==> src/hw/rtl/pbr_pkg.sv <==
// ----------------------------------------------------------------------------
// pbr_pkg
// Shared types and codes of the partition block refiner: operation and status
// codes, register index, phase encoding and the result record.
// ----------------------------------------------------------------------------
package pbr_pkg;

   localparam int DEF_MAX_STATES = 64;
   localparam int RESULT_CAP     = 32;

   // operation codes
   localparam logic [2:0] OP_CLEAR  = 3'd0;
   localparam logic [2:0] OP_LOAD   = 3'd1;
   localparam logic [2:0] OP_FINISH = 3'd2;
   localparam logic [2:0] OP_MARK   = 3'd3;
   localparam logic [2:0] OP_SPLIT  = 3'd4;
   localparam logic [2:0] OP_QUERY  = 3'd5;

   // status codes
   localparam logic [1:0] ST_OK    = 2'd0;
   localparam logic [1:0] ST_RANGE = 2'd1;
   localparam logic [1:0] ST_DUP   = 2'd2;
   localparam logic [1:0] ST_PHASE = 2'd3;

   // register index
   localparam logic REG_NUM_STATES = 1'b0;

   typedef enum logic [1:0] {
      PH_IDLE  = 2'd0,
      PH_OPEN  = 2'd1,
      PH_READY = 2'd2
   } phase_type;

   typedef struct packed {
      logic [1:0] status;
      logic [5:0] block_of_state;
      logic [5:0] block_of_other;
      logic       same_block;
      logic       split_valid;
      logic [5:0] kept_block;
      logic [5:0] new_block;
      logic [6:0] ancestor_node;
      logic       last;
   } rsp_type;

endpackage

==> src/hw/rtl/pbr_ctrl.sv <==
// ----------------------------------------------------------------------------
// pbr_ctrl
// Sequencer of the partition block refiner with its six state memories.
// ----------------------------------------------------------------------------
module pbr_ctrl #(
   parameter int MAX_STATES = pbr_pkg::DEF_MAX_STATES
) (
   input  logic             clock,
   input  logic             reset,
   input  logic [6:0]       num_states,
   input  logic             req_valid,
   output logic             req_stall,
   input  logic [2:0]       req_operation,
   input  logic [5:0]       req_state_id,
   input  logic [5:0]       req_other_state_id,
   input  logic             req_end_of_block,
   output logic             res_push,
   output pbr_pkg::rsp_type res_data,
   input  logic             res_free
);

   localparam int IW  = $clog2(MAX_STATES);
   localparam int CW  = IW + 1;
   localparam int ND  = 2 * MAX_STATES - 1;
   localparam int NW  = $clog2(ND);
   localparam int NCW = NW + 1;
   localparam int EW  = (CW > 7) ? CW : 7;

   typedef enum logic [22:0] {
      S_IDLE    = 23'd1 << 0,
      S_DISP    = 23'd1 << 1,
      S_EMIT    = 23'd1 << 2,
      S_FIN     = 23'd1 << 3,
      S_QA      = 23'd1 << 4,
      S_QB      = 23'd1 << 5,
      S_QC      = 23'd1 << 6,
      S_SP_BLK  = 23'd1 << 7,
      S_SP_NODE = 23'd1 << 8,
      S_SP_RNG  = 23'd1 << 9,
      S_CNT_RD  = 23'd1 << 10,
      S_CNT_EV  = 23'd1 << 11,
      S_A_RD    = 23'd1 << 12,
      S_A_EV    = 23'd1 << 13,
      S_B_RD    = 23'd1 << 14,
      S_B_EV    = 23'd1 << 15,
      S_CHK     = 23'd1 << 16,
      S_SW1     = 23'd1 << 17,
      S_SW2     = 23'd1 << 18,
      S_NODE_W1 = 23'd1 << 19,
      S_NODE_W2 = 23'd1 << 20,
      S_SP_PUSH = 23'd1 << 21,
      S_SP_END  = 23'd1 << 22
   } state_type;

   // memories
   logic [IW-1:0] item_state_mem [MAX_STATES];
   logic [IW-1:0] state_item_mem [MAX_STATES];
   logic [IW-1:0] item_block_mem [MAX_STATES];
   logic [NW-1:0] block_node_mem [MAX_STATES];
   logic [IW-1:0] node_first_mem [ND];
   logic [IW-1:0] node_last_mem  [ND];

   logic          is_we, si_we, ib_we, bn_we, nf_we, nl_we;
   logic [IW-1:0] is_waddr, is_wdata, is_raddr, is_rdata_ff;
   logic [IW-1:0] si_waddr, si_wdata, si_raddr, si_rdata_ff;
   logic [IW-1:0] ib_waddr, ib_wdata, ib_raddr, ib_rdata_ff;
   logic [IW-1:0] bn_waddr, bn_raddr;
   logic [NW-1:0] bn_wdata, bn_rdata_ff;
   logic [NW-1:0] nf_waddr, nl_waddr, nd_raddr;
   logic [IW-1:0] nf_wdata, nl_wdata, nf_rdata_ff, nl_rdata_ff;

   always_ff @(posedge clock) begin
      if (is_we) item_state_mem[is_waddr] <= is_wdata;
      is_rdata_ff <= item_state_mem[is_raddr];
   end
   always_ff @(posedge clock) begin
      if (si_we) state_item_mem[si_waddr] <= si_wdata;
      si_rdata_ff <= state_item_mem[si_raddr];
   end
   always_ff @(posedge clock) begin
      if (ib_we) item_block_mem[ib_waddr] <= ib_wdata;
      ib_rdata_ff <= item_block_mem[ib_raddr];
   end
   always_ff @(posedge clock) begin
      if (bn_we) block_node_mem[bn_waddr] <= bn_wdata;
      bn_rdata_ff <= block_node_mem[bn_raddr];
   end
   always_ff @(posedge clock) begin
      if (nf_we) node_first_mem[nf_waddr] <= nf_wdata;
      nf_rdata_ff <= node_first_mem[nd_raddr];
   end
   always_ff @(posedge clock) begin
      if (nl_we) node_last_mem[nl_waddr] <= nl_wdata;
      nl_rdata_ff <= node_last_mem[nd_raddr];
   end

   // registers
   state_type          state_ff, state_in;
   pbr_pkg::phase_type phase_ff, phase_in;
   logic [CW-1:0]      ic_ff, ic_in, bc_ff, bc_in;
   logic [NCW-1:0]     nc_ff, nc_in;
   logic [IW-1:0]      open_first_ff, open_first_in;
   logic [MAX_STATES-1:0] loaded_ff, loaded_in, mark_ff, mark_in;
   logic [2:0]         op_ff, op_in;
   logic [5:0]         s_ff, s_in, t_ff, t_in;
   logic               eob_ff, eob_in;
   pbr_pkg::rsp_type   res_ff, res_in;
   logic [CW-1:0]      st_ff, st_in, fin_first_ff, fin_first_in;
   logic [IW-1:0]      q_b1_ff, q_b1_in;
   logic [CW-1:0]      i_ff, i_in, old_bc_ff, old_bc_in;
   logic [5:0]         nres_ff, nres_in;
   logic [NW-1:0]      nd_ff, nd_in;
   logic [IW-1:0]      f0_ff, f0_in, l0_ff, l0_in, k_ff, k_in;
   logic [CW-1:0]      cnt_ff, cnt_in, f_ff, f_in, l_ff, l_in;
   logic               repr_ff, repr_in;
   logic [IW-1:0]      nb_ff, nb_in, vf_ff, vf_in, vl_ff, vl_in;
   logic               pend_v_ff, pend_v_in;
   logic [IW-1:0]      pend_kb_ff, pend_kb_in, pend_nb_ff, pend_nb_in;
   logic [NW-1:0]      pend_an_ff, pend_an_in;

   always_ff @(posedge clock) begin
      if (reset) begin
         state_ff  <= S_IDLE;
         phase_ff  <= pbr_pkg::PH_IDLE;
         ic_ff     <= '0;
         bc_ff     <= '0;
         nc_ff     <= '0;
         loaded_ff <= '0;
         mark_ff   <= '0;
         pend_v_ff <= 1'b0;
      end else begin
         state_ff  <= state_in;
         phase_ff  <= phase_in;
         ic_ff     <= ic_in;
         bc_ff     <= bc_in;
         nc_ff     <= nc_in;
         loaded_ff <= loaded_in;
         mark_ff   <= mark_in;
         pend_v_ff <= pend_v_in;
      end
   end

   always_ff @(posedge clock) begin
      open_first_ff <= open_first_in;
      op_ff         <= op_in;
      s_ff          <= s_in;
      t_ff          <= t_in;
      eob_ff        <= eob_in;
      res_ff        <= res_in;
      st_ff         <= st_in;
      fin_first_ff  <= fin_first_in;
      q_b1_ff       <= q_b1_in;
      i_ff          <= i_in;
      old_bc_ff     <= old_bc_in;
      nres_ff       <= nres_in;
      nd_ff         <= nd_in;
      f0_ff         <= f0_in;
      l0_ff         <= l0_in;
      k_ff          <= k_in;
      cnt_ff        <= cnt_in;
      f_ff          <= f_in;
      l_ff          <= l_in;
      repr_ff       <= repr_in;
      nb_ff         <= nb_in;
      vf_ff         <= vf_in;
      vl_ff         <= vl_in;
      pend_kb_ff    <= pend_kb_in;
      pend_nb_ff    <= pend_nb_in;
      pend_an_ff    <= pend_an_in;
   end

   // state range and validity
   logic [EW-1:0] effn, s_w, t_w, st_w;
   logic [IW-1:0] s_idx, t_idx, st_idx;
   logic          s_in_range, s_valid, t_valid;
   logic          node_room, block_room, item_mark;
   logic [CW-1:0] cnt_next, blk_size;

   assign effn = (EW'(num_states) > EW'(MAX_STATES)) ? EW'(MAX_STATES) : EW'(num_states);
   assign s_w        = EW'(s_ff);
   assign t_w        = EW'(t_ff);
   assign st_w       = EW'(st_ff);
   assign s_idx      = s_w[IW-1:0];
   assign t_idx      = t_w[IW-1:0];
   assign st_idx     = st_ff[IW-1:0];
   assign s_in_range = s_w < effn;
   assign s_valid    = s_in_range && loaded_ff[s_idx];
   assign t_valid    = (t_w < effn) && loaded_ff[t_idx];
   assign node_room  = nc_ff < NCW'(ND);
   assign block_room = bc_ff < CW'(MAX_STATES);
   assign item_mark  = mark_ff[is_rdata_ff];
   assign cnt_next   = cnt_ff + CW'(item_mark);
   assign blk_size   = CW'(l0_ff) - CW'(f0_ff) + CW'(1);

   assign req_stall = (state_ff != S_IDLE);

   pbr_pkg::rsp_type res_blank, res_pend;

   always_comb begin
      res_blank        = '0;
      res_blank.status = pbr_pkg::ST_OK;
      res_blank.last   = 1'b1;
      res_pend               = res_blank;
      res_pend.split_valid   = 1'b1;
      res_pend.kept_block    = 6'(pend_kb_ff);
      res_pend.new_block     = 6'(pend_nb_ff);
      res_pend.ancestor_node = 7'(pend_an_ff);
   end

   always_comb begin
      state_in      = state_ff;
      phase_in      = phase_ff;
      ic_in         = ic_ff;
      bc_in         = bc_ff;
      nc_in         = nc_ff;
      open_first_in = open_first_ff;
      loaded_in     = loaded_ff;
      mark_in       = mark_ff;
      op_in         = op_ff;
      s_in          = s_ff;
      t_in          = t_ff;
      eob_in        = eob_ff;
      res_in        = res_ff;
      st_in         = st_ff;
      fin_first_in  = fin_first_ff;
      q_b1_in       = q_b1_ff;
      i_in          = i_ff;
      old_bc_in     = old_bc_ff;
      nres_in       = nres_ff;
      nd_in         = nd_ff;
      f0_in         = f0_ff;
      l0_in         = l0_ff;
      k_in          = k_ff;
      cnt_in        = cnt_ff;
      f_in          = f_ff;
      l_in          = l_ff;
      repr_in       = repr_ff;
      nb_in         = nb_ff;
      vf_in         = vf_ff;
      vl_in         = vl_ff;
      pend_v_in     = pend_v_ff;
      pend_kb_in    = pend_kb_ff;
      pend_nb_in    = pend_nb_ff;
      pend_an_in    = pend_an_ff;

      is_we = 1'b0; is_waddr = '0; is_wdata = '0; is_raddr = '0;
      si_we = 1'b0; si_waddr = '0; si_wdata = '0; si_raddr = '0;
      ib_we = 1'b0; ib_waddr = '0; ib_wdata = '0; ib_raddr = '0;
      bn_we = 1'b0; bn_waddr = '0; bn_wdata = '0; bn_raddr = '0;
      nf_we = 1'b0; nf_waddr = '0; nf_wdata = '0;
      nl_we = 1'b0; nl_waddr = '0; nl_wdata = '0;
      nd_raddr = '0;

      res_push = 1'b0;
      res_data = res_ff;

      unique case (state_ff)
         S_IDLE: begin
            if (req_valid) begin
               op_in    = req_operation;
               s_in     = req_state_id;
               t_in     = req_other_state_id;
               eob_in   = req_end_of_block;
               state_in = S_DISP;
            end
         end

         S_DISP: begin
            res_in   = res_blank;
            state_in = S_EMIT;
            case (op_ff)
               pbr_pkg::OP_CLEAR: begin
                  ic_in     = '0;
                  bc_in     = '0;
                  nc_in     = '0;
                  phase_in  = pbr_pkg::PH_IDLE;
                  loaded_in = '0;
                  mark_in   = '0;
               end
               pbr_pkg::OP_LOAD: begin
                  if (phase_ff == pbr_pkg::PH_READY) begin
                     res_in.status = pbr_pkg::ST_PHASE;
                  end else if (!s_in_range) begin
                     res_in.status = pbr_pkg::ST_RANGE;
                  end else if (loaded_ff[s_idx]) begin
                     res_in.status = pbr_pkg::ST_DUP;
                  end else if (!(ic_ff < CW'(MAX_STATES)) || !node_room) begin
                     res_in.status = pbr_pkg::ST_RANGE;
                  end else begin
                     if (phase_ff == pbr_pkg::PH_IDLE) open_first_in = ic_ff[IW-1:0];
                     is_we = 1'b1; is_waddr = ic_ff[IW-1:0]; is_wdata = s_idx;
                     si_we = 1'b1; si_waddr = s_idx; si_wdata = ic_ff[IW-1:0];
                     ib_we = 1'b1; ib_waddr = ic_ff[IW-1:0]; ib_wdata = bc_ff[IW-1:0];
                     loaded_in[s_idx] = 1'b1;
                     ic_in = ic_ff + CW'(1);
                     if (eob_ff) begin
                        if (block_room) begin
                           nf_we = 1'b1; nf_waddr = nc_ff[NW-1:0];
                           nf_wdata = (phase_ff == pbr_pkg::PH_IDLE) ? ic_ff[IW-1:0]
                                                                     : open_first_ff;
                           nl_we = 1'b1; nl_waddr = nc_ff[NW-1:0];
                           nl_wdata = ic_ff[IW-1:0];
                           bn_we = 1'b1; bn_waddr = bc_ff[IW-1:0];
                           bn_wdata = nc_ff[NW-1:0];
                           nc_in = nc_ff + NCW'(1);
                           bc_in = bc_ff + CW'(1);
                        end
                        phase_in = pbr_pkg::PH_IDLE;
                     end else begin
                        phase_in = pbr_pkg::PH_OPEN;
                     end
                  end
               end
               pbr_pkg::OP_FINISH: begin
                  if (phase_ff == pbr_pkg::PH_READY) begin
                     res_in.status = pbr_pkg::ST_PHASE;
                  end else begin
                     // close the open initial block first
                     if (phase_ff == pbr_pkg::PH_OPEN && ic_ff != '0 && node_room &&
                         block_room) begin
                        nf_we = 1'b1; nf_waddr = nc_ff[NW-1:0]; nf_wdata = open_first_ff;
                        nl_we = 1'b1; nl_waddr = nc_ff[NW-1:0];
                        nl_wdata = IW'(ic_ff - CW'(1));
                        bn_we = 1'b1; bn_waddr = bc_ff[IW-1:0]; bn_wdata = nc_ff[NW-1:0];
                        nc_in = nc_ff + NCW'(1);
                        bc_in = bc_ff + CW'(1);
                     end
                     fin_first_in = ic_ff;
                     st_in        = '0;
                     state_in     = S_FIN;
                  end
               end
               pbr_pkg::OP_MARK: begin
                  if (phase_ff != pbr_pkg::PH_READY) begin
                     res_in.status = pbr_pkg::ST_PHASE;
                  end else if (!s_valid) begin
                     res_in.status = pbr_pkg::ST_RANGE;
                  end else begin
                     mark_in[s_idx] = 1'b1;
                  end
               end
               pbr_pkg::OP_SPLIT: begin
                  if (phase_ff != pbr_pkg::PH_READY) begin
                     res_in.status = pbr_pkg::ST_PHASE;
                  end else begin
                     i_in      = '0;
                     nres_in   = '0;
                     pend_v_in = 1'b0;
                     old_bc_in = bc_ff;
                     state_in  = S_SP_BLK;
                  end
               end
               pbr_pkg::OP_QUERY: begin
                  if (phase_ff != pbr_pkg::PH_READY) begin
                     res_in.status = pbr_pkg::ST_PHASE;
                  end else if (!s_valid || !t_valid) begin
                     res_in.status = pbr_pkg::ST_RANGE;
                  end else begin
                     si_raddr = s_idx;
                     state_in = S_QA;
                  end
               end
               default: begin
               end
            endcase
         end

         S_EMIT: begin
            if (res_free) begin
               res_push = 1'b1;
               res_data = res_ff;
               state_in = S_IDLE;
            end
         end

         S_FIN: begin
            if (st_w < effn) begin
               if (!loaded_ff[st_idx] && ic_ff < CW'(MAX_STATES)) begin
                  is_we = 1'b1; is_waddr = ic_ff[IW-1:0]; is_wdata = st_idx;
                  si_we = 1'b1; si_waddr = st_idx; si_wdata = ic_ff[IW-1:0];
                  ib_we = 1'b1; ib_waddr = ic_ff[IW-1:0]; ib_wdata = bc_ff[IW-1:0];
                  loaded_in[st_idx] = 1'b1;
                  ic_in = ic_ff + CW'(1);
               end
               st_in = st_ff + CW'(1);
            end else begin
               // gather the unused states into one block
               if (ic_ff > fin_first_ff && node_room && block_room) begin
                  nf_we = 1'b1; nf_waddr = nc_ff[NW-1:0]; nf_wdata = fin_first_ff[IW-1:0];
                  nl_we = 1'b1; nl_waddr = nc_ff[NW-1:0];
                  nl_wdata = IW'(ic_ff - CW'(1));
                  bn_we = 1'b1; bn_waddr = bc_ff[IW-1:0]; bn_wdata = nc_ff[NW-1:0];
                  nc_in = nc_ff + NCW'(1);
                  bc_in = bc_ff + CW'(1);
               end
               phase_in = pbr_pkg::PH_READY;
               state_in = S_EMIT;
            end
         end

         S_QA: begin
            ib_raddr = si_rdata_ff;
            si_raddr = t_idx;
            state_in = S_QB;
         end

         S_QB: begin
            q_b1_in  = ib_rdata_ff;
            ib_raddr = si_rdata_ff;
            state_in = S_QC;
         end

         S_QC: begin
            res_in.block_of_state = 6'(q_b1_ff);
            res_in.block_of_other = 6'(ib_rdata_ff);
            res_in.same_block     = (q_b1_ff == ib_rdata_ff);
            state_in              = S_EMIT;
         end

         S_SP_BLK: begin
            if (i_ff < old_bc_ff && nres_ff < 6'(pbr_pkg::RESULT_CAP)) begin
               bn_raddr = i_ff[IW-1:0];
               state_in = S_SP_NODE;
            end else begin
               state_in = S_SP_END;
            end
         end

         S_SP_NODE: begin
            nd_in    = bn_rdata_ff;
            nd_raddr = bn_rdata_ff;
            state_in = S_SP_RNG;
         end

         S_SP_RNG: begin
            f0_in  = nf_rdata_ff;
            l0_in  = nl_rdata_ff;
            k_in   = nf_rdata_ff;
            cnt_in = '0;
            if (!block_room || (NCW'(nc_ff) + NCW'(2)) > NCW'(ND)) begin
               i_in     = i_ff + CW'(1);
               state_in = S_SP_BLK;
            end else begin
               state_in = S_CNT_RD;
            end
         end

         S_CNT_RD: begin
            is_raddr = k_ff;
            state_in = S_CNT_EV;
         end

         S_CNT_EV: begin
            cnt_in = cnt_next;
            if (k_ff == f0_ff) repr_in = item_mark;
            if (k_ff == l0_ff) begin
               // skip a block that is fully marked or not marked at all
               if (cnt_next == '0 || cnt_next >= blk_size) begin
                  i_in     = i_ff + CW'(1);
                  state_in = S_SP_BLK;
               end else begin
                  f_in     = CW'(f0_ff);
                  l_in     = CW'(l0_ff);
                  nb_in    = bc_ff[IW-1:0];
                  state_in = S_A_RD;
               end
            end else begin
               k_in     = k_ff + IW'(1);
               state_in = S_CNT_RD;
            end
         end

         S_A_RD: begin
            if (f_ff > CW'(l0_ff)) begin
               state_in = S_B_RD;
            end else begin
               is_raddr = f_ff[IW-1:0];
               state_in = S_A_EV;
            end
         end

         S_A_EV: begin
            vf_in = is_rdata_ff;
            if (item_mark == repr_ff) begin
               f_in     = f_ff + CW'(1);
               state_in = S_A_RD;
            end else begin
               state_in = S_B_RD;
            end
         end

         S_B_RD: begin
            if (l_ff < CW'(f0_ff)) begin
               state_in = S_CHK;
            end else begin
               is_raddr = l_ff[IW-1:0];
               state_in = S_B_EV;
            end
         end

         S_B_EV: begin
            vl_in = is_rdata_ff;
            if (item_mark != repr_ff) begin
               ib_we = 1'b1; ib_waddr = l_ff[IW-1:0]; ib_wdata = nb_ff;
               l_in     = l_ff - CW'(1);
               state_in = S_B_RD;
            end else begin
               state_in = S_CHK;
            end
         end

         S_CHK: begin
            state_in = (f_ff > l_ff) ? S_NODE_W1 : S_SW1;
         end

         S_SW1: begin
            is_we = 1'b1; is_waddr = f_ff[IW-1:0]; is_wdata = vl_ff;
            si_we = 1'b1; si_waddr = vl_ff; si_wdata = f_ff[IW-1:0];
            ib_we = 1'b1; ib_waddr = l_ff[IW-1:0]; ib_wdata = nb_ff;
            state_in = S_SW2;
         end

         S_SW2: begin
            is_we = 1'b1; is_waddr = l_ff[IW-1:0]; is_wdata = vf_ff;
            si_we = 1'b1; si_waddr = vf_ff; si_wdata = l_ff[IW-1:0];
            f_in = f_ff + CW'(1);
            l_in = l_ff - CW'(1);
            state_in = ((f_ff + CW'(2)) <= l_ff) ? S_A_RD : S_NODE_W1;
         end

         S_NODE_W1: begin
            nf_we = 1'b1; nf_waddr = nc_ff[NW-1:0]; nf_wdata = f0_ff;
            nl_we = 1'b1; nl_waddr = nc_ff[NW-1:0]; nl_wdata = l_ff[IW-1:0];
            bn_we = 1'b1; bn_waddr = i_ff[IW-1:0]; bn_wdata = nc_ff[NW-1:0];
            state_in = S_NODE_W2;
         end

         S_NODE_W2: begin
            nf_we = 1'b1; nf_waddr = NW'(nc_ff + NCW'(1)); nf_wdata = f_ff[IW-1:0];
            nl_we = 1'b1; nl_waddr = NW'(nc_ff + NCW'(1)); nl_wdata = l0_ff;
            bn_we = 1'b1; bn_waddr = nb_ff; bn_wdata = NW'(nc_ff + NCW'(1));
            nc_in    = nc_ff + NCW'(2);
            bc_in    = bc_ff + CW'(1);
            state_in = S_SP_PUSH;
         end

         S_SP_PUSH: begin
            // the previous split goes out only once it is known not to be last
            if (!pend_v_ff || res_free) begin
               if (pend_v_ff) begin
                  res_push      = 1'b1;
                  res_data      = res_pend;
                  res_data.last = 1'b0;
               end
               pend_v_in  = 1'b1;
               pend_kb_in = i_ff[IW-1:0];
               pend_nb_in = nb_ff;
               pend_an_in = nd_ff;
               nres_in    = nres_ff + 6'd1;
               i_in       = i_ff + CW'(1);
               state_in   = S_SP_BLK;
            end
         end

         S_SP_END: begin
            if (res_free) begin
               res_push  = 1'b1;
               res_data  = pend_v_ff ? res_pend : res_blank;
               mark_in   = '0;
               pend_v_in = 1'b0;
               state_in  = S_IDLE;
            end
         end

         default: begin
            state_in = S_IDLE;
         end
      endcase
   end

endmodule

==> src/hw/rtl/partition_block_refiner.sv <==
// ----------------------------------------------------------------------------
// partition_block_refiner
// Partition refinement over states kept as contiguous item intervals.
// ----------------------------------------------------------------------------
// One item is worked at a time; the next is taken once the previous one has
// handed its last result to the output register. Finish walks the states up
// to num_states (capped at MAX_STATES). A split walks the blocks that exist at
// its start, until RESULT_CAP results are queued: per block it reads the node,
// counts the marks item by item, and for a block that splits scans with the
// two pointers, swaps items, writes the two new nodes and queues the result.
// The item_state memory has a single read port and a single write port. All
// state memories power up unknown and need no clearing pass; clear resets the
// counters and flags.
module partition_block_refiner #(
   parameter int MAX_STATES = pbr_pkg::DEF_MAX_STATES
) (
   input  logic        clock,
   input  logic        reset,
   // input channel
   input  logic        req_valid,
   output logic        req_stall,
   input  logic [2:0]  req_operation,
   input  logic [5:0]  req_state_id,
   input  logic [5:0]  req_other_state_id,
   input  logic        req_end_of_block,
   // result channel
   output logic        rsp_valid,
   input  logic        rsp_stall,
   output logic [1:0]  rsp_status,
   output logic [5:0]  rsp_block_of_state,
   output logic [5:0]  rsp_block_of_other,
   output logic        rsp_same_block,
   output logic        rsp_split_valid,
   output logic [5:0]  rsp_kept_block,
   output logic [5:0]  rsp_new_block,
   output logic [6:0]  rsp_ancestor_node,
   output logic        rsp_last,
   // register port
   input  logic        psel,
   input  logic        penable,
   input  logic        pwrite,
   input  logic [2:0]  paddr,
   input  logic [31:0] pwdata,
   output logic [31:0] prdata,
   output logic        pready
);

   logic [6:0] num_states_ff, num_states_in;
   logic       csr_write;

   // register write on the access cycle of a transfer
   assign pready    = 1'b1;
   assign csr_write = psel && penable && pwrite && (paddr[2] == pbr_pkg::REG_NUM_STATES);
   assign num_states_in = csr_write ? pwdata[6:0] : num_states_ff;
   assign prdata    = (paddr[2] == pbr_pkg::REG_NUM_STATES) ? {25'd0, num_states_ff} : '0;

   always_ff @(posedge clock) begin
      if (reset) begin
         num_states_ff <= 7'd64;
      end else begin
         num_states_ff <= num_states_in;
      end
   end

   // output register: the sequencer pushes whenever it is empty or draining
   logic             res_push, res_free;
   pbr_pkg::rsp_type res_data;
   logic             rsp_valid_ff, rsp_valid_in;
   pbr_pkg::rsp_type rsp_ff, rsp_in;

   assign res_free     = !rsp_valid_ff || !rsp_stall;
   assign rsp_valid_in = res_push ? 1'b1 : (rsp_stall ? rsp_valid_ff : 1'b0);
   assign rsp_in       = res_push ? res_data : rsp_ff;

   always_ff @(posedge clock) begin
      if (reset) begin
         rsp_valid_ff <= 1'b0;
      end else begin
         rsp_valid_ff <= rsp_valid_in;
      end
   end

   always_ff @(posedge clock) begin
      rsp_ff <= rsp_in;
   end

   assign rsp_valid          = rsp_valid_ff;
   assign rsp_status         = rsp_ff.status;
   assign rsp_block_of_state = rsp_ff.block_of_state;
   assign rsp_block_of_other = rsp_ff.block_of_other;
   assign rsp_same_block     = rsp_ff.same_block;
   assign rsp_split_valid    = rsp_ff.split_valid;
   assign rsp_kept_block     = rsp_ff.kept_block;
   assign rsp_new_block      = rsp_ff.new_block;
   assign rsp_ancestor_node  = rsp_ff.ancestor_node;
   assign rsp_last           = rsp_ff.last;

   pbr_ctrl #(
      .MAX_STATES (MAX_STATES)
   ) u_ctrl (
      .clock              (clock),
      .reset              (reset),
      .num_states         (num_states_ff),
      .req_valid          (req_valid),
      .req_stall          (req_stall),
      .req_operation      (req_operation),
      .req_state_id       (req_state_id),
      .req_other_state_id (req_other_state_id),
      .req_end_of_block   (req_end_of_block),
      .res_push           (res_push),
      .res_data           (res_data),
      .res_free           (res_free)
   );

endmodule

==> config.mk <==
export PLATFORM = sky130hd
export DESIGN_NAME = partition_block_refiner
export DESIGN_NICKNAME = d
export VERILOG_FILES = /design/src/hw/rtl/pbr_pkg.sv /design/src/hw/rtl/pbr_ctrl.sv /design/src/hw/rtl/partition_block_refiner.sv
export SDC_FILE = /design/constraint.sdc
export NUM_CORES = 2
export LEC_CHECK = 0
export CORE_ASPECT_RATIO = 0.7
export CORE_MARGIN = 8
export CORE_UTILIZATION = 35
export CTS_BUF_LIST = sky130_fd_sc_hd__clkbuf_16
export DETAILED_ROUTE_END_ITERATION = 8
export DONT_BUFFER_PORTS = 1
export PLACE_DENSITY = 0.59
export SYNTH_ARGS = -nofsm -noshare
export SYNTH_HDL_FRONTEND = slang
export SYNTH_SLANG_ARGS = --single-unit
==> constraint.sdc <==
create_clock -name clock -period 8.9 [get_ports clock]
set_clock_uncertainty 0.2 [all_clocks]
set_input_delay 0.89 -clock clock [delete_from_list [all_inputs] [get_ports clock]]
set_output_delay 0.89 -clock clock [all_outputs]
set_load 0.03 [all_outputs]
### Yosys cells after proc, flatten, opt, wreduce, memory -nomap -nowiden

Memory sizes are Yosys's and may differ from the RTL's. A register that Yosys moved wholly into a read port is not among the register bits.
Cells that the tools add are included.

| storage, ports and cells | value |
|---|---|
| bits in registers | 381 |
| bits in writable memories | 3124 |
| input bits | 58 |
| output and inout bits | 71 |
| logic and storage cells | 492 |
| memories | 6 |

| cells by class | value |
|---|---|
| $add $sub $neg | 15 |
| order comparisons | 22 |
| equality and inequality tests | 70 |
| multiplexer cells | 256 |
| bitwise gates (word level) | 9 |
| reductions and logical operators | 66 |

Memories:

| memory | depth | bits a word | rd ports | clocked after memory_dff | wr ports | line | source |
|---|---|---|---|---|---|---|---|
| u_ctrl.node_first_mem | 127 | 6 | 1 | 1 | 1 | pbr_ctrl.sv:60 | `logic [IW-1:0] node_first_mem [ND];` |
| u_ctrl.node_last_mem | 127 | 6 | 1 | 1 | 1 | pbr_ctrl.sv:61 | `logic [IW-1:0] node_last_mem [ND];` |
| u_ctrl.block_node_mem | 64 | 7 | 1 | 1 | 1 | pbr_ctrl.sv:59 | `logic [NW-1:0] block_node_mem [MAX_STATES];` |
| u_ctrl.item_block_mem | 64 | 6 | 1 | 1 | 1 | pbr_ctrl.sv:58 | `logic [IW-1:0] item_block_mem [MAX_STATES];` |
| u_ctrl.item_state_mem | 64 | 6 | 1 | 1 | 1 | pbr_ctrl.sv:56 | `logic [IW-1:0] item_state_mem [MAX_STATES];` |
| u_ctrl.state_item_mem | 64 | 6 | 1 | 1 | 1 | pbr_ctrl.sv:57 | `logic [IW-1:0] state_item_mem [MAX_STATES];` |

Operators with widths:

| kind | count |
|---|---|
| 64-bit two-way mux | 9 |
| 64-bit case mux with 2 select lines | 4 |
| 23-bit case mux with 22 select lines | 1 |
| 6-bit two-way mux | 66 |
| 7-bit two-way mux | 44 |
| 64-bit bitwise OR | 3 |
| 6-bit case mux with 4 select lines | 7 |
| 23-bit two-way mux | 6 |
| 36-bit two-way mux | 3 |
| 8-bit two-way mux | 11 |
| 7-bit case mux with 3 select lines | 4 |
| 36-bit case mux with 2 select lines | 1 |
| 6-bit case mux with 2 select lines | 6 |
| 7-bit case mux with 2 select lines | 5 |
| 23-bit case mux with 3 select lines | 1 |
| 7-bit case mux with 4 select lines | 2 |
| 8-bit case mux with 3 select lines | 2 |
| 1-bit two-way mux | 43 |
| 7-bit by 1-bit adder with 7-bit output (second input constant) | 6 |
| 20-bit two-way mux | 2 |
| 17-bit two-way mux | 2 |
| 15-bit two-way mux | 2 |
| 6-bit by 7-bit < comparator with 1-bit output (second input constant) | 4 |
| 13-bit two-way mux | 2 |
| 92 further kinds | 202 |

### Logic depth before layout (Yosys ltp)

| logic depth | value |
|---|---|
| depth in word-level cells | 11 |
| depth in mapped cells | 22 |
| gate-level depth less buffers | 20 |

### Modules after synthesis

A second synthesis with hierarchy kept.

| second synthesis, totals | value |
|---|---|
| cells, all modules | 10035 |
| area, all modules | 147527.7 um2 |

By module, submodules not included:

| module | times used | cells each | area each (um2) | seq. area each (um2) |
|---|---|---|---|---|
| pbr_ctrl | 1 | 9929 | 145832.4 | 102908.7 |
| partition_block_refiner | 1 | 106 | 1695.4 | 1241.2 |

### Worst setup path after synthesis

Ideal clock, no wire load.

| timing | value |
|---|---|
| path type | flip-flop to flip-flop |
| from | register u_ctrl.state_ff[4] |
| to | memory u_ctrl.node_last_mem[0][4] (netlist name) (data pin) |
| setup time | 1.189 ns |
| data arrival time | 7.153 ns |
| required time | 7.511 ns |
| path slack | 0.358 ns |
| stages on the path, launching flop included | 10 |
| buffers on the path | 2 |
| period minus slack after synthesis | 8.542 ns |
| path through | dfxtp_1 -> or4_1 -> nor4_1 -> and2_1 -> buf_2 -> nand2_1 -> nor3b_2 -> nand2_1 -> clkbuf_1 -> o21ai_0 |

| between the ends | value |
|---|---|
| cells in the longest elaborated chain, start to end | 2 |
| elaborated cells on any way between the ends | 5 |
| those cells by class | eq/ne (4); mux (1) |

RTL lines:

| item | line | source |
|---|---|---|
| start: declaration | pbr_ctrl.sv:98 | `state_type state_ff, state_in;` |
| start signal: assignment | pbr_ctrl.sv:132 | `state_ff <= state_in;` |
| 23-bit by 21-bit == test with 1-bit output (tied with other cells) | pbr_ctrl.sv:257 | `unique case (state_ff)` |
| 6-bit case mux with 4 select lines (*) | pbr_ctrl.sv:257 |  |
| named net u_ctrl.nl_wdata[4] | pbr_ctrl.sv:70 | `logic [IW-1:0] nf_wdata, nl_wdata, nf_rdata_ff, nl_rdata_ff;` |
| end: declaration | pbr_ctrl.sv:61 |  |

Mark *: on every way through the listed nets, which the timed path passes. The rest lies on a longest branch.

### Worst setup path after layout

| timing | value |
|---|---|
| from | register u_ctrl.s_ff[2] |
| to | memory u_ctrl.node_last_mem[91][1] (netlist name), enable pin |

| between the ends | value |
|---|---|
| cells in the longest elaborated chain, start to end | 9 |
| elaborated cells on any way between the ends | 15 |
| those cells by class | order compare (1); mux (14) |

RTL lines:

| item | line | source |
|---|---|---|
| start: declaration | pbr_ctrl.sv:105 | `logic [5:0] s_ff, s_in, t_ff, t_in;` |
| start signal: assignment | pbr_ctrl.sv:146 | `s_ff <= s_in;` |
| 1-bit binary-select mux with 6-bit select | pbr_ctrl.sv:285 | `end else if (loaded_ff[s_idx]) begin` |
| 1-bit two-way mux (not written as such) | pbr_ctrl.sv:285 |  |
| 1-bit two-way mux | pbr_ctrl.sv:285 |  |
| 1-bit two-way mux | pbr_ctrl.sv:283 | `end else if (!s_in_range) begin` |
| 1-bit two-way mux | pbr_ctrl.sv:281 | `if (phase_ff == pbr_pkg::PH_READY) begin` |
| 1-bit case mux with 2 select lines | pbr_ctrl.sv:271 | `case (op_ff)` |
| 1-bit case mux with 3 select lines | pbr_ctrl.sv:257 |  |
| 1-bit two-way mux | pbr_ctrl.sv:93 | `if (nl_we) node_last_mem[nl_waddr] <= nl_wdata;` |
| 1-bit two-way mux (not written as such) | pbr_ctrl.sv:93 |  |

Parallel ways exist; a longest one is shown, timed or not. The select of a mux whose other input is x is not followed.

==> flow_summary.ini <==
[outcome]
status = complete, no violations

[synthesis]
post_synth_inst_count = 11100
ys_warn_count = 0
synthAdderAreaFrac = 0.00754
synth-simple-area-share = 0.111
synthDominantCellAreaShare = 0.678
synthDistinctLibCells = 106
netlist_top_cells_count = sky130_fd_sc_hd__edfxtp_1, sky130_fd_sc_hd__nand2_1, sky130_fd_sc_hd__nor2_1
synth-seq-cells = 3542
synthDominantAreaCellType = sky130_fd_sc_hd__edfxtp_1
synth-xor-area-share = 0.00459
most_frequently_used_cell_type_in_the_post_synthesis_netlist = sky130_fd_sc_hd__edfxtp_1
post_synth_main_area_contributors = sky130_fd_sc_hd__edfxtp_1, sky130_fd_sc_hd__nand2_1, sky130_fd_sc_hd__dfxtp_1, sky130_fd_sc_hd__nor2_1, sky130_fd_sc_hd__mux2i_1
synth_compound_gate_area_share = 0.108
syn_area_per_cell_um2 = 13.2
synth-edff-count = 3321
ys_dominant_reg_cell = sky130_fd_sc_hd__edfxtp_1
combinational_family_with_the_most_area_after_synthesis = simple AND/OR/NAND/NOR gates
async_flop_share = 0
synth_area_um2 = 147000
synth.area.mux_share = 0.0353
synth-seq-area-share = 0.708

[sta]
final-setup-viol-count = 0
slew_violations = 0
worst-slew-pin-transition_ns = 1.36
setup_slack_after_layout_ns = 1.58
grt_setup_unrepaired = no
finalCriticalPeriod_ns = 7.32
slew_headroom = 0.0938
timing.final.crit_share = 0.822
hold_viol = 0
timing.setup.tns_ns = 0
clock.fmax_ghz = 0.137

[worst_setup_path]
crit_slowest_cell = sky130_fd_sc_hd__edfxtp_1
critical_path.max_fanout = 23
cpPeakStageDelay_ns = 1.04
worstSetupEndpoint = u_ctrl.node_last_mem[91][1]$_DFFE_PP_
timing.critical_path.buf_inv = 6
crit-reg2reg-launch = u_ctrl.s_ff[2]$_DFFE_PP_
critical-path-top-delay-family = simple AND/OR/NAND/NOR gates
signal_arrival_time_at_the_worst_endpoint_ns = 7.70
reg2reg_depth = 18
critical_path.endpoint_type = flip-flop
cell_breakdown_of_the_critical_path = buf_4 > nor2b_1 > a22oi_1 > nand4_1 > nand3_1 > nor4_2 > buf_4 > and4b_1 > buf_4 > o21ai_1 > o31ai_2 > buf_4 > nand2b_1 > a21oi_1 > buf_4 > or3b_1 > buf_4 > nor2_1
critical-path-top-cell-by-count = sky130_fd_sc_hd__buf_4
r2r_end = u_ctrl.node_last_mem[91][1]$_DFFE_PP_
setup.reg_to_reg.worst_slack_ns = 1.58
critPathKind = flip-flop to flip-flop
stages_on_worst_setup_path = 18
worst_setup_path_start_kind = flip-flop
worst_ep_required_time_ns = 9.28
crit_path_start = u_ctrl.s_ff[2]$_DFFE_PP_

[layout]
n_fill_cell = 38800
drive_gt1_frac = 0.0864
final_core_util = 0.393
multiInputGateArea_um2 = 39800
nNetsFinal = 11100
layout.area.seq_um2 = 104000
syn_to_final_growth_pct = 12.0
finalNonFillerCells = 16900

[clock_network]
root_buffer = sky130_fd_sc_hd__clkbuf_16
tritoncts_buffer_count = 347
cts_buffer_depth = 4
tritoncts_num_sinks = 3542
clk_lat_worst_skew_ns = 0.99
path_clk_slew_ns = 0.06
htreeDepth = 5
post_cts_buffers = 0
tritoncts = built

[power]
cellLeakagePower_nw = 49.5
p_per_area_nw_per_um2 = 203
ir_drop_mv = 0.146
final_power_w = 0.0334

[detailed_routing]
drt_iter0_drc = 12800
avgViaCountPerCell = 5.63
dr_total_vias = 95200
first_pass_iters = 6
post-route-drc-count = 0
detail_route.wl_per_cell_um = 25.2
post_route_ant_nets = 0
drt-total-wl_um = 426000

[global_route]
grt_use_total = 0.184
grt_overflow = 0
grt_start_max_net_pins = 150
antenna_found_initial = 20
number_of_global_route_vias_before_repair = 88300
grt_first_pass_wirelength_um = 619000

[worst_hold_path]
min-delay-path-class = primary input to flip-flop

[floorplanning]
floorplan.initialDensity = 0.351
die_x_um = 791
std_cell_rows = 199
io_pins = 129
core-area_um2 = 419000
design.die.area_um2 = 441000
dieHeight_um = 558

[placed_design]
placement.setup.worst_slack_ns = 1.74
gp_congestion = 0.883
io_buffer_count = 0
dpl.hpwl_um = 264000
dp_cells = 16200

[run]
cap_violations = 0
-- kinds of logic after synthesis --
kind of cell,count (synthesis)
AND/OR/NAND/NOR,3703
flip-flops,3542
AO/OA/AOI/OAI,2364
buffers and inverters,883
multiplexers,476
adder cells (fa/ha/maj),88
XOR/XNOR,77
other,2
-- final cells by class --
type / count / area share
inverters: 82 / 0.00191
well taps: 5628 / 0.0428
repair buffers: 287 / 0.0148
diodes: 7 / 0.000106
clock inverters: 262 / 0.0124
multi-input cells: 6734 / 0.242
clock buffers: 356 / 0.0541
flip-flops and latches: 3542 / 0.632
-- worst min path at each step --
stage / from / endpoint / slack, ns / depth (start not counted)
after floorplan: u_ctrl.nl_rdata_ff[0]$_DFF_P_ / u_ctrl.l0_ff[0]$_DFFE_PP_ / 0.19 / 0
after global placement: u_ctrl.nl_rdata_ff[0]$_DFF_P_ / u_ctrl.l0_ff[0]$_DFFE_PP_ / 0.19 / 0
after detailed placement: u_ctrl.nl_rdata_ff[4]$_DFF_P_ / u_ctrl.l0_ff[4]$_DFFE_PP_ / 0.19 / 0
after CTS: req_valid / u_ctrl.eob_ff$_DFFE_PP_ / 0.04 / 2
after global routing: req_valid / u_ctrl.op_ff[2]$_DFFE_PP_ / 0.1 / 2
final: req_valid / u_ctrl.eob_ff$_DFFE_PP_ / 0.13 / 2
-- layer usage --
layer,wire [µm],vias to the layer above,GRT usage
li1,-,42100,-
met1,194000,47800,0.285
met2,177000,4614,0.261
met3,45700,578,0.0418
met4,9350,0,0.0420
met5,0,-,0
-- registers in the layout, summed over array words and instances (netlist names), 8 cells and up --
name and flops:
u_ctrl.node_first_mem 762, u_ctrl.node_last_mem 762, u_ctrl.block_node_mem 448, u_ctrl.item_block_mem 384
u_ctrl.item_state_mem 384, u_ctrl.state_item_mem 384, u_ctrl.loaded_ff 64, u_ctrl.mark_ff 64
u_ctrl.state_ff 23, u_ctrl.res_ff 15, u_ctrl.nc_ff 8
-- metrics by stage --
step	hold slack, ns	instance area [µm²]
finish	0.133	165000
floorplan	0.186	147000
CTS	0.0383	165000
global route	0.0961	165000
global placement	0.195	153000
detailed placement	0.195	153000
-- report_power, final --
part / leakage [nW] / internal, W / switching, W
Combinational: 17.4 / 0.000241 / 0.000599
Clock: 5.68 / 0.00803 / 0.00642
Sequential: 26.5 / 0.0180 / 0.000111
Total: 49.5 / 0.0263 / 0.00713
-- repair_timing --
action	in CTS	in global routing
endpoints found under the hold margin	118	0
hold buffers	25	0
resized for setup	0	0
-- placed cells by master, fill, tap and decap left out, types with 41 or more instances in the layout --
master and count:
sky130_fd_sc_hd__nor3_1 119, sky130_fd_sc_hd__o22ai_1 210, sky130_fd_sc_hd__a221oi_1 45, sky130_fd_sc_hd__a31oi_1 146, sky130_fd_sc_hd__buf_4 246, sky130_fd_sc_hd__nor2b_1 53
sky130_fd_sc_hd__clkinv_2 49, sky130_fd_sc_hd__nand3_1 560, sky130_fd_sc_hd__mux2i_1 369, sky130_fd_sc_hd__clkinv_1 62, sky130_fd_sc_hd__o21ai_0 449, sky130_fd_sc_hd__a21oi_1 461
sky130_fd_sc_hd__nand2_1 1345, sky130_fd_sc_hd__a211oi_1 180, sky130_fd_sc_hd__nor2_1 1163, sky130_fd_sc_hd__a22oi_1 46, sky130_fd_sc_hd__xnor2_1 41, sky130_fd_sc_hd__ha_1 87
sky130_fd_sc_hd__mux2_2 80, sky130_fd_sc_hd__and3_1 139, sky130_fd_sc_hd__inv_1 160, sky130_fd_sc_hd__dfxtp_1 219, sky130_fd_sc_hd__edfxtp_1 3321, sky130_fd_sc_hd__a311oi_1 95
sky130_fd_sc_hd__o221ai_1 318, sky130_fd_sc_hd__o211ai_1 140, sky130_fd_sc_hd__clkbuf_16 356, sky130_fd_sc_hd__and2_1 93
Power figures use the tool's default switching activity.
